### src/rgba8_texture_tiler_unit_macros.svh
// ----------------------------------------------------------------------------
// Assertion macros for the RGBA8 texture tiler
// Short forms for the clocked, reset-qualified properties used in the RTL.
// ----------------------------------------------------------------------------
`ifndef RGBA8_TEXTURE_TILER_UNIT_MACROS_SVH
`define RGBA8_TEXTURE_TILER_UNIT_MACROS_SVH

// Same-cycle implication, checked on every rising edge out of reset.
`define RGBA8TT_ASSERT_IMP(lbl, clk, rst_n, ante, cons) \
    lbl: assert property (@(posedge clk) disable iff (!rst_n) (ante) |-> (cons)) \
        else $error("rgba8tt: same-cycle check failed");

// Next-cycle implication, checked on every rising edge out of reset.
`define RGBA8TT_ASSERT_NXT(lbl, clk, rst_n, ante, cons) \
    lbl: assert property (@(posedge clk) disable iff (!rst_n) (ante) |=> (cons)) \
        else $error("rgba8tt: next-cycle check failed");

`endif

### src/rgba8tt_pkg.sv
// ----------------------------------------------------------------------------
// RGBA8 texture tiler package
// Shared types, constants and word-packing functions.
// ----------------------------------------------------------------------------
package rgba8tt_pkg;

    localparam int MAX_WIDTH_DEF  = 1024;
    localparam int MAX_HEIGHT_DEF = 1024;

    localparam int CFG_W     = 11;
    localparam int CFG_IDX_W = 2;
    localparam logic [CFG_IDX_W-1:0] CFG_IDX_WIDTH  = 2'd0;
    localparam logic [CFG_IDX_W-1:0] CFG_IDX_HEIGHT = 2'd1;
    localparam logic [CFG_W-1:0] WIDTH_RST  = 11'd640;
    localparam logic [CFG_W-1:0] HEIGHT_RST = 11'd480;

    localparam int PIX_W   = 32;
    localparam int ROW_PIX = 4;
    localparam int ROW_W   = PIX_W * ROW_PIX;
    localparam int WORD_W  = 64;
    localparam int WIDX_W  = 3;
    localparam logic [WIDX_W-1:0] WORD_LAST = 3'd7;

    localparam int QDEPTH = 2;

    typedef logic [PIX_W-1:0]           t_pix;
    typedef logic [ROW_W-1:0]           t_row;
    typedef logic [0:ROW_PIX-1][ROW_W-1:0] t_tile;
    typedef logic [WORD_W-1:0]          t_word;

    typedef struct packed {
        logic full;
        logic not_empty;
    } t_q_status;

    // Pixels are packed R,G,B,A from the top byte down; the first pixel of a
    // tile row sits in the top 32 bits of the row.
    function automatic t_word ar_word(input t_row row);
        t_word w;
        t_pix  p;
        for (int i = 0; i < ROW_PIX; i++) begin
            p = row[ROW_W-1-PIX_W*i -: PIX_W];
            w[WORD_W-1-16*i -: 16] = {p[7:0], p[31:24]};
        end
        return w;
    endfunction

    function automatic t_word gb_word(input t_row row);
        t_word w;
        t_pix  p;
        for (int i = 0; i < ROW_PIX; i++) begin
            p = row[ROW_W-1-PIX_W*i -: PIX_W];
            w[WORD_W-1-16*i -: 16] = p[23:8];
        end
        return w;
    endfunction

endpackage

### src/rgba8tt_queue.sv
// ----------------------------------------------------------------------------
// RGBA8 texture tiler tile queue
// Two-entry queue of gathered tiles between the front and back ends.
// ----------------------------------------------------------------------------
`include "rgba8_texture_tiler_unit_macros.svh"

module rgba8tt_queue #(
    parameter int W = 512
) (
    input  logic                   i_clk,
    input  logic                   i_rst_n,
    input  logic                   i_push,
    input  logic [W-1:0]           i_data,
    input  logic                   i_pop,
    output logic [W-1:0]           o_data,
    output rgba8tt_pkg::t_q_status o_status
);
    import rgba8tt_pkg::*;

    localparam int PW = $clog2(QDEPTH);
    localparam int NW = $clog2(QDEPTH + 1);

    logic [W-1:0]  r_mem [QDEPTH];
    logic [PW-1:0] r_wr;
    logic [PW-1:0] r_rd;
    logic [NW-1:0] r_cnt;

    assign o_data             = r_mem[r_rd];
    assign o_status.full      = (r_cnt == NW'(QDEPTH));
    assign o_status.not_empty = (r_cnt != '0);

    always_ff @(posedge i_clk) begin
        if (!i_rst_n) begin
            r_wr  <= '0;
            r_rd  <= '0;
            r_cnt <= '0;
        end else begin
            if (i_push) begin
                r_wr <= r_wr + PW'(1);
            end
            if (i_pop) begin
                r_rd <= r_rd + PW'(1);
            end
            if (i_push && !i_pop) begin
                r_cnt <= r_cnt + NW'(1);
            end else if (i_pop && !i_push) begin
                r_cnt <= r_cnt - NW'(1);
            end
        end
    end

    always_ff @(posedge i_clk) begin
        if (i_push) begin
            r_mem[r_wr] <= i_data;
        end
    end

    `RGBA8TT_ASSERT_IMP(a_no_underflow, i_clk, i_rst_n, i_pop, r_cnt != '0)
    `RGBA8TT_ASSERT_IMP(a_no_overflow, i_clk, i_rst_n, i_push && !i_pop, r_cnt != NW'(QDEPTH))

endmodule

### config.mk
export PLATFORM = sky130hd
export DESIGN_NAME = rgba8tt_queue
export DESIGN_NICKNAME = d
export VERILOG_FILES = /design/src/rgba8tt_pkg.sv /design/src/rgba8tt_queue.sv
export VERILOG_INCLUDE_DIRS = /design/src /design/src/src
export SDC_FILE = /design/constraint.sdc
export NUM_CORES = 1
export LEC_CHECK = 0
export BUFFER_PORTS_ARGS = -buffer_cell sky130_fd_sc_hd__buf_2
export CELL_PAD_IN_SITES_DETAIL_PLACEMENT = 0
export CELL_PAD_IN_SITES_GLOBAL_PLACEMENT = 1
export CORE_AREA = 2 2 401 403
export DETAILED_ROUTE_END_ITERATION = 10
export DIE_AREA = 0 0 403 405
export GPL_TIMING_DRIVEN = 0
export MAX_ROUTING_LAYER = met4
export PLACE_DENSITY_LB_ADDON = 0.1
export SLEW_MARGIN = 40
export SYNTH_ARGS = -nofsm -noshare
export SYNTH_HDL_FRONTEND = slang
export SYNTH_SLANG_ARGS = --single-unit
### constraint.sdc
create_clock -name i_clk -period 66.2 [get_ports i_clk]
set_input_delay 13.24 -clock i_clk [delete_from_list [all_inputs] [get_ports i_clk]]
set_output_delay 13.24 -clock i_clk [all_outputs]
set_load 0.01 [all_outputs]
==> impl_metrics.yaml <==
job:
  max_cap_viol_count: 0
worst_setup_path:
  crit_fanout: 10
  crit_chain: "buf_6 > buf_6 > buf_6 > mux2_2 > buf_2"
  r2r_slack_ns: 63.56
  crit_type: "flop to output port"
  timing.critical_path.mode_cell: "buf_6"
  worst_setup_path_start_kind: "flop"
  slowest_stage: "mux2_2"
  critPathRequiredTime_ns: 52.96
  slowest_delay_ns: 0.40
  cp.arrival_ns: 2.31
  end_kind: "output port"
logic_synthesis:
  synth_edf_count: 1024
  synth_nets: 2132
  yosysTopAreaCell: "edfxtp_1"
  yosysTopAreaCellShare: 0.823
  synth_commonest_cells: "edfxtp_1, mux2_2, buf_6"
  ys_async_sr_fraction: 0
  syn_avg_cell_area_sq_um: 23.1
  syn-instance-count: 1615
  yosysMostFrequentCell: "edfxtp_1"
  synth_area_leaders: "edfxtp_1, mux2_2, buf_6"
  synth_cell_type_count: 17
  syn-cell-area_sq_mm: 0.0374
  synth-seq-cells: 1029
  ys_warn_count: 0
  synth.yosys.seq_area_share: 0.825
  synth_top_flop_cell: "edfxtp_1"
routing:
  wl_per_cell_um: 23.3
  first_iter_violations: 867
  drcViolationCount: 0
  vias: 20100
  wirelength_mm: 118
  drt_first_pass_iters: 5
  ant_nets: 0
  via_per_inst: 3.98
sta:
  rsz0062_at_grt: "false"
  tns_ns: 0
  post-route-period-util: 0.235
  fin_worst_skew_ns: 0.0240
  max_slew_margin: 0.670
  worst_pin_slew_ns: 0.494
  timing.fmax_mhz: 64.3
  hold_viol: 0
  setup-violations-final: 0
  slew_violations: 0
  fin_crit_ns: 15.55
pwr:
  power_frac_comb: 0.112
  internal_power_w: 0.00119
  power_w: 0.00156
  clockPowerShare: 0.400
  ir_drop_v: 0.0000197
  p_sw_frac: 0.235
  switching_power_w: 0.000366
  p_leak_nw: 18.3
  p_seq_frac: 0.488
  powerDensity_mw_per_mm2: 31.1
finish:
  fin_nets: 3335
  fin_util: 0.314
  final-seq-area_sq_mm: 0.0308
  final_cells: 5063
  area_delta_synth_final_pct: 33.9
  drive_gt1_frac: 0.623
  nFillCells: 15700
  multi_input_area_sq_mm: 0.00589
placement:
  dp.cells: 4782
  dp_hpwl_mm: 91.3
  numPortBuffers: 1029
  place_congestion: 0.782
run_status:
  status: "finished, final reports clean"
clock_tree:
  post_cts_resize_count: 0
  cts_hold_buf: 0
  cts_setup_buffers: 0
  root_buffer: "clkbuf_16"
  htreeDepth: 3
  cts_sinks: 1029
  cts.path.max_buffers: 3
  clk_latency_ns: 0.72
  clkTransAtPathRegs_ns: 0.06
  cts_tree: "built"
  numCtsBuffers: 120
global_routing:
  grt_pass1_wl_mm: 160
  grt_max_degree: 39
  grt_pass1_vias: 21700
  antenna_found_initial: 101
  globalRouteOverflowTotal: 0
  grt.total_usage: 0.143
worst_hold_path:
  worstHoldPathType: "flop to flop"
floorplan:
  die_area_sq_mm: 0.163
  io_pins: 1030
  core_area_sq_mm: 0.159
  fp.dieW_um: 403
  start_util: 0.235
  die_y_um: 405
  rows: 147
## sequential cells by signal, indices dropped and copies added (netlist names), named ones only
signal,flops
r_mem,1024
r_rd,1
r_wr,1
r_cnt,2
## stage by stage
step	cell area [sq um]	setup slack (ns)	hold slack, ns
after floorplan	37400	29.30	0.468
after global placement	45100	12.82	0.482
after detailed placement	46200	50.39	0.546
after CTS	49900	50.38	0.555
after global routing	50100	50.45	0.607
final	50100	50.65	0.542
## final timing paths
| kind | depth (start not counted) | end | start |
|---|---|---|---|
| max | 5 | o_data[288] | flop |
| min | 2 | r_cnt[1]$_SDFFE_PN0P_ | r_cnt[1]$_SDFFE_PN0P_ |
| max reg2reg | 9 | r_mem[0][343]$_DFFE_PP_ | r_wr$_SDFFE_PN0P_ |
| min reg2reg | 2 | r_cnt[1]$_SDFFE_PN0P_ | r_cnt[1]$_SDFFE_PN0P_ |
## cell type report
cell class	count	share of cell area
well taps	2086	0.0521
diodes	59	0.00295
multi-input cells	528	0.118
clock inverters	75	0.0115
clock buffers	147	0.0628
flip-flops and latches	1029	0.616
repair buffers	1081	0.124
inverters	1	0.0000750
plain buffers	57	0.0128
## power by group through the flow
| stage | Combinational, W | Clock (W) | Sequential [W] |
|---|---|---|---|
| 6_report | 0.000174 | 0.000624 | 0.000760 |
| 5_1_grt | 0.000188 | 0.000674 | 0.000763 |
| 4_1_cts | 0.000180 | 0.000650 | 0.000761 |
| 3_5_place_dp | 0.000179 | 0 | 0.000774 |
| 3_3_place_gp | 0.000168 | 0 | 0.000814 |
| 2_1_floorplan | 0.0000847 | 0 | 0.000796 |
## layout by cell type (no fill, tap or decap), types with 2 or more instances in the layout
master      netlist  layout
buf_6            46      46
nor2b_1           3       2
xor2_1            2       2
buf_8             0      21
buf_12            0      16
clkbuf_1          0      23
clkinv_1          0      34
clkinvlp_4        0       6
clkbuf_16         0     120
bufinv_16         0       6
inv_6             0       2
mux2_2          512     512
diode_2           0      59
clkbuf_8          8      12
buf_16            0      15
clkinv_2          0      23
buf_2             3    1032
and2_1            4       3
dfxtp_1           5       5
inv_16            0       3
edfxtp_1       1024    1024
## critical path: cells and delay by family (launching register included)
family	cells	cell delay [ns]
buffers and inverters	4	0.86
DFF	1	0.32
muxes	1	0.40
## routing by layer
layer	wire, um	vias to the layer above	track usage	share of wire
li1	-	9038	-	-
met1	40700	10000	0.136	0.34
met2	60700	832	0.251	0.51
met3	13300	230	0.0717	0.11
met4	3300	0	0.0449	0.028
met5	0	-	-	0
## kinds of logic after synthesis
| family | synth area share |
|---|---|
| compound gates | 0.000536 |
| fa+ha+maj | 0.000335 |
| mux | 0.154 |
| flops | 0.825 |
| xor+xnor | 0.000703 |
| buf+inv | 0.0173 |
| simple gates | 0.00151 |
Note: power is estimated with default switching activity, not from simulation.
