<file path="src/rgba8_texture_tiler_unit_macros.svh">
// ----------------------------------------------------------------------------
// Assertion macros for the RGBA8 texture tiler
// Short forms for the clocked, reset-qualified properties used in the RTL.
// ----------------------------------------------------------------------------
`ifndef RGBA8_TEXTURE_TILER_UNIT_MACROS_SVH
`define RGBA8_TEXTURE_TILER_UNIT_MACROS_SVH

// Same-cycle implication, checked on every rising edge out of reset.
`define RGBA8TT_ASSERT_IMP(lbl, clk, rst_n, ante, cons) \
    lbl: assert property (@(posedge clk) disable iff (!rst_n) (ante) |-> (cons)) \
        else $error("rgba8tt: same-cycle check failed");

// Next-cycle implication, checked on every rising edge out of reset.
`define RGBA8TT_ASSERT_NXT(lbl, clk, rst_n, ante, cons) \
    lbl: assert property (@(posedge clk) disable iff (!rst_n) (ante) |=> (cons)) \
        else $error("rgba8tt: next-cycle check failed");

`endif

</file>
<file path="src/rgba8tt_pkg.sv">
// ----------------------------------------------------------------------------
// RGBA8 texture tiler package
// Shared types, constants and word-packing functions.
// ----------------------------------------------------------------------------
package rgba8tt_pkg;

    localparam int MAX_WIDTH_DEF  = 1024;
    localparam int MAX_HEIGHT_DEF = 1024;

    localparam int CFG_W     = 11;
    localparam int CFG_IDX_W = 2;
    localparam logic [CFG_IDX_W-1:0] CFG_IDX_WIDTH  = 2'd0;
    localparam logic [CFG_IDX_W-1:0] CFG_IDX_HEIGHT = 2'd1;
    localparam logic [CFG_W-1:0] WIDTH_RST  = 11'd640;
    localparam logic [CFG_W-1:0] HEIGHT_RST = 11'd480;

    localparam int PIX_W   = 32;
    localparam int ROW_PIX = 4;
    localparam int ROW_W   = PIX_W * ROW_PIX;
    localparam int WORD_W  = 64;
    localparam int WIDX_W  = 3;
    localparam logic [WIDX_W-1:0] WORD_LAST = 3'd7;

    localparam int QDEPTH = 2;

    typedef logic [PIX_W-1:0]           t_pix;
    typedef logic [ROW_W-1:0]           t_row;
    typedef logic [0:ROW_PIX-1][ROW_W-1:0] t_tile;
    typedef logic [WORD_W-1:0]          t_word;

    typedef struct packed {
        logic full;
        logic not_empty;
    } t_q_status;

    // Pixels are packed R,G,B,A from the top byte down; the first pixel of a
    // tile row sits in the top 32 bits of the row.
    function automatic t_word ar_word(input t_row row);
        t_word w;
        t_pix  p;
        for (int i = 0; i < ROW_PIX; i++) begin
            p = row[ROW_W-1-PIX_W*i -: PIX_W];
            w[WORD_W-1-16*i -: 16] = {p[7:0], p[31:24]};
        end
        return w;
    endfunction

    function automatic t_word gb_word(input t_row row);
        t_word w;
        t_pix  p;
        for (int i = 0; i < ROW_PIX; i++) begin
            p = row[ROW_W-1-PIX_W*i -: PIX_W];
            w[WORD_W-1-16*i -: 16] = p[23:8];
        end
        return w;
    endfunction

endpackage

</file>
<file path="src/rgba8tt_back.sv">
// ----------------------------------------------------------------------------
// RGBA8 texture tiler back end
// Walks the head tile through its eight output words into a held output stage.
// ----------------------------------------------------------------------------
`include "rgba8_texture_tiler_unit_macros.svh"

module rgba8tt_back (
    input  logic                           i_clk,
    input  logic                           i_rst_n,
    input  rgba8tt_pkg::t_q_status         i_q_status,
    input  rgba8tt_pkg::t_tile             i_q_tile,
    output logic                           o_pop,
    output logic                           o_out_valid,
    input  logic                           i_out_stall,
    output rgba8tt_pkg::t_word             o_tile_word,
    output logic [rgba8tt_pkg::WIDX_W-1:0] o_word_index,
    output logic                           o_tile_last
);
    import rgba8tt_pkg::*;

    logic [WIDX_W-1:0] r_widx;
    logic              r_out_valid;
    t_word             r_word;
    logic [WIDX_W-1:0] r_index;
    logic              r_last;

    logic  adv;
    logic  load;
    t_row  row;
    t_word word;

    assign adv   = !r_out_valid || !i_out_stall;
    assign load  = adv && i_q_status.not_empty;
    assign o_pop = load && (r_widx == WORD_LAST);
    assign row   = i_q_tile[r_widx[1:0]];
    assign word  = r_widx[2] ? gb_word(row) : ar_word(row);

    always_ff @(posedge i_clk) begin
        if (!i_rst_n) begin
            r_widx      <= '0;
            r_out_valid <= 1'b0;
        end else if (adv) begin
            r_out_valid <= i_q_status.not_empty;
            if (load) begin
                r_widx <= r_widx + WIDX_W'(1);
            end
        end
    end

    always_ff @(posedge i_clk) begin
        if (load) begin
            r_word  <= word;
            r_index <= r_widx;
            r_last  <= (r_widx == WORD_LAST);
        end
    end

    assign o_out_valid  = r_out_valid;
    assign o_tile_word  = r_word;
    assign o_word_index = r_index;
    assign o_tile_last  = r_last;

    `RGBA8TT_ASSERT_NXT(a_wrap, i_clk, i_rst_n, o_pop, r_widx == '0)
    `RGBA8TT_ASSERT_NXT(a_step, i_clk, i_rst_n, load && !o_pop, r_widx == $past(r_widx) + WIDX_W'(1))

endmodule

</file>
<file path="config.mk">
export PLATFORM = sky130hd
export DESIGN_NAME = rgba8tt_back
export DESIGN_NICKNAME = d
export VERILOG_FILES = /design/src/rgba8tt_pkg.sv /design/src/rgba8tt_back.sv
export VERILOG_INCLUDE_DIRS = /design/src /design/src/src
export SDC_FILE = /design/constraint.sdc
export NUM_CORES = 1
export LEC_CHECK = 0
export BUFFER_PORTS_ARGS = -buffer_cell sky130_fd_sc_hd__buf_2
export CORE_AREA = 2 2 231 233
export CTS_CLUSTER_SIZE = 28
export DETAILED_ROUTE_END_ITERATION = 7
export DIE_AREA = 0 0 233 235
export SLEW_MARGIN = 15
export SYNTH_ARGS = -nofsm -noshare
export SYNTH_HDL_FRONTEND = slang
export SYNTH_SLANG_ARGS = --single-unit
</file>
<file path="constraint.sdc">
create_clock -name i_clk -period 6.1 [get_ports i_clk]
set_input_delay 1.22 -clock i_clk [delete_from_list [all_inputs] [get_ports i_clk]]
set_output_delay 1.22 -clock i_clk [all_outputs]
set_load 0.01 [all_outputs]
</file>
==> summary.md <==
| Metric | Value |
|---|---|
| Status | completed |
| Worst min path class | flop to flop |
| Die Y | 235 microns |
| Post-Synth XOR/XNOR Area | 0.001448 |
| Final net count | 1,397 |
| Area fraction of the dominant cell type after synthesis | 0.4766 |
| FFs w/ async S/R, synth | 0 |
| Tot Pwr | between 1.5 and 2 mW |
| Area delta synth->final | 64.75% |
| Post-synthesis mux area share | 0.5991 |
| Worst path most repeated cell | ha_1 |
| Max Freq | 294.8 MHz |
| Synthesized flop and latch total | slightly above 70 |
| Layout Utilization | 0.1908 |
| Synth warn | 0 |
| Initial antenna violation count | 3 |
| Final Hold Viols | 0 |
| Setup Skew | 4.772 ps |
| Worst-path clk slew | 60 ps |
| Crit Path Max Fanout | 77 |
| Initial Utilization | 0.1158 |
| Final GP Congestion | approximately 1.0 |
| Routed WL | 29,530 microns |
| Drt first pass iters | 6 |
| CTS tree | yes |
| RSZ-0062 raised after global routing | false |
| Crit-path slowest cell | dfxtp_4 |
| Inst Count DP | 1,555 |
| CP required | 4880 ps |
| Tcrit/Tclk final | 0.5560 |
| Post-synthesis sequential area ratio | 0.3508 |
| WP buf/inv | 1 |
| Largest cells by area after synthesis | mux4_2 48%, edfxtp_1 34%, mux2_2 12% |
| Post-route ant nets | 0 |
| Top cells by count, synth | 128 x mux4_2, 68 x edfxtp_1, 64 x mux2_2, 11 x buf_6, 10 x buf_1 |
| Final Max Tran Viols | 0 |
| VDD IR max | 0.0001344 V |
| Total number of vias | 5,879 |
| Data arrival, critical path | 2170 ps |
| Worst Tran Pin Value | 1132 ps |
| Cells after synthesis | approximately 310 |
| CP peak stage delay | 1050 ps |
| Final WS setup | 2708 ps |
| Prevailing post-synth register cell | edfxtp_1 |
| Post-synthesis simple-gate area fraction | 0.005172 |
| Hold WS | 576.4 ps |
| DR vias/cell | 3.737 |
| Number of global-route vias before repair | around 6,400 |
| CTS Sinks | 72 |
| Pin count of the biggest net entering global routing | 78 |
| Root buffer cell | clkbuf_16 |
| Hold Buf Count CTS | 0 |
| Area leader, netlist | mux4_2 |
| Ports | 587 |
| Post-cts sizing count | 0 |
| Post-Syn Area per Cell | 19.45 sq um |
| Cell area after synthesis | 6048 sq um |
| Core area | 52,240 sq um |
| Drt drc | 0 |
| Gr usage total | 0.1048 |
| First-pass GRT wire length | 40,900 microns |
| Leakage | 4.147 nW |
| Hpwl dp | 24,530 microns |
| Post-synthesis cell type count | 16 |
| Final setup fails | 0 |
| Syn nets | 830 |
| Post-DP Area | a little under 10,000 sq um |
| Post-synthesis adder-cell area fraction | 0.004137 |
| PwrDens | 184.6 nW/um^2 |
| Chip width | 233 microns |
| Setup crit end kind | primary output |
| Layout cells sized above 1 | 0.9049 |
| Post-synthesis compound-gate area fraction | 0.002069 |
| Main combinational cell family by area after synthesis | multiplexers |
| DP Worst Slack | roughly 2800 ps |
| WL per Instance | 18.77 microns |
| Row cnt | 84 |
| Critical Path Source Type | flop |
| Drt initial violations | 321 |
| Post-CTS Setup Repair Bufs | 0 |
| Min Tclk post-route | roughly 3400 ps |
| Num CTS Buffers | 9 |
| CTS H-tree depth | 3 |
| Most numerous cell in the Yosys netlist | mux4_2 |
| Post-synth EDFFs | between 60 and 70 |
| Worst slew margin | 0.2455 |
| Overflow left after global routing | 0 |
| PortBufs | 585 |
| Kind of critical path | flop to primary output |
| Worst-Skew Late Latency | 370 ps |
| Non-filler cells, final | 1,573 |
| Clock buffer depth | 2 |
| Max_cap viols | 0 |
| Die area | 54,760 sq um |
| Total Neg Setup Slack | 0 ps |
| CP delay by family, top | flip-flops |
| Post-route cell area | about 10000 sq um |
| CP cell instances | ha_1 > ha_1 > and2_1 > buf_2 |
flip-flops by register name, summed over array words and instances, names as in the netlist:
name          flops
o_word_index      3
o_tile_last       1
o_out_valid       1
o_tile_word      64
r_widx            3
layout make-up:
type | count | area (sq um)
repair buffers | 591 | 2973
multi-input cells | 204 | 3712
clock buffers | 11 | 232.7
flip-flops and latches | 72 | 2133
clock inverters | 5 | 47.55
fillers | 5672 | 42270
well taps | 688 | 860.8
diodes | 2 | 5.005
path summary, 6_finish.rpt:
check	from	end	slack [ps]	depth (start not counted)
worst min register to register	o_out_valid$_SDFFE_PN0N_	o_out_valid$_SDFFE_PN0N_	580	2
worst max register to register	r_widx[0]$_SDFFE_PN0P_	o_tile_word[31]$_DFFE_PP_	3080	4
worst max-delay path	r_widx[1]$_SDFFE_PN0P_	o_pop	2710	4
worst min-delay path	o_out_valid$_SDFFE_PN0N_	o_out_valid$_SDFFE_PN0N_	580	2
kinds of logic (layout without fill, tap and decap cells):
group	after synthesis	in the layout
multiplexers	194	194
flip-flops	72	72
buffers and inverters	35	607
AND/OR/NAND/NOR	5	5
adder cells (fa/ha/maj)	2	2
AO/OA/AOI/OAI	2	2
XOR/XNOR	1	1
other	0	2
power by group:
part / internal [mW] / switching [mW]
clock network: 0.313 / 0.232
logic: 0.400 / 0.244
registers: 0.609 / 0.0408
cell usage in the layout (no fill, tap or decap):
master     netlist  routed
a21boi_4         0       1
clkbuf_1         9       2
clkinv_2         0       2
bufinv_16        0       1
mux2_2          64      64
a21oi_1          1       1
diode_2          0       2
buf_2            3     585
buf_4            2       6
xor2_1           1       1
dfxtp_4          0       3
dfxtp_1          4       1
edfxtp_1        68      68
mux4_2         128     128
ha_1             2       2
and2_1           2       2
nor2b_1          3       3
clkinv_1         0       2
mux2i_1          2       2
clkbuf_16        0       9
layer usage:
layer  part of all wire  global-route usage  vias up
met2               0.52              0.1865      320
li1                   -                   -     2566
met1               0.39              0.1170     2966
met3              0.085             0.03750       23
met4              0.014             0.02799        4
met5            0.00091                   0        -
worst min-delay path, stage by stage, from the launching register on:
cell     delay (ps)
dfxtp_1         350
a21oi_1         130
nor2b_1          50
No activity file was read; power rests on OpenSTA's default activity.
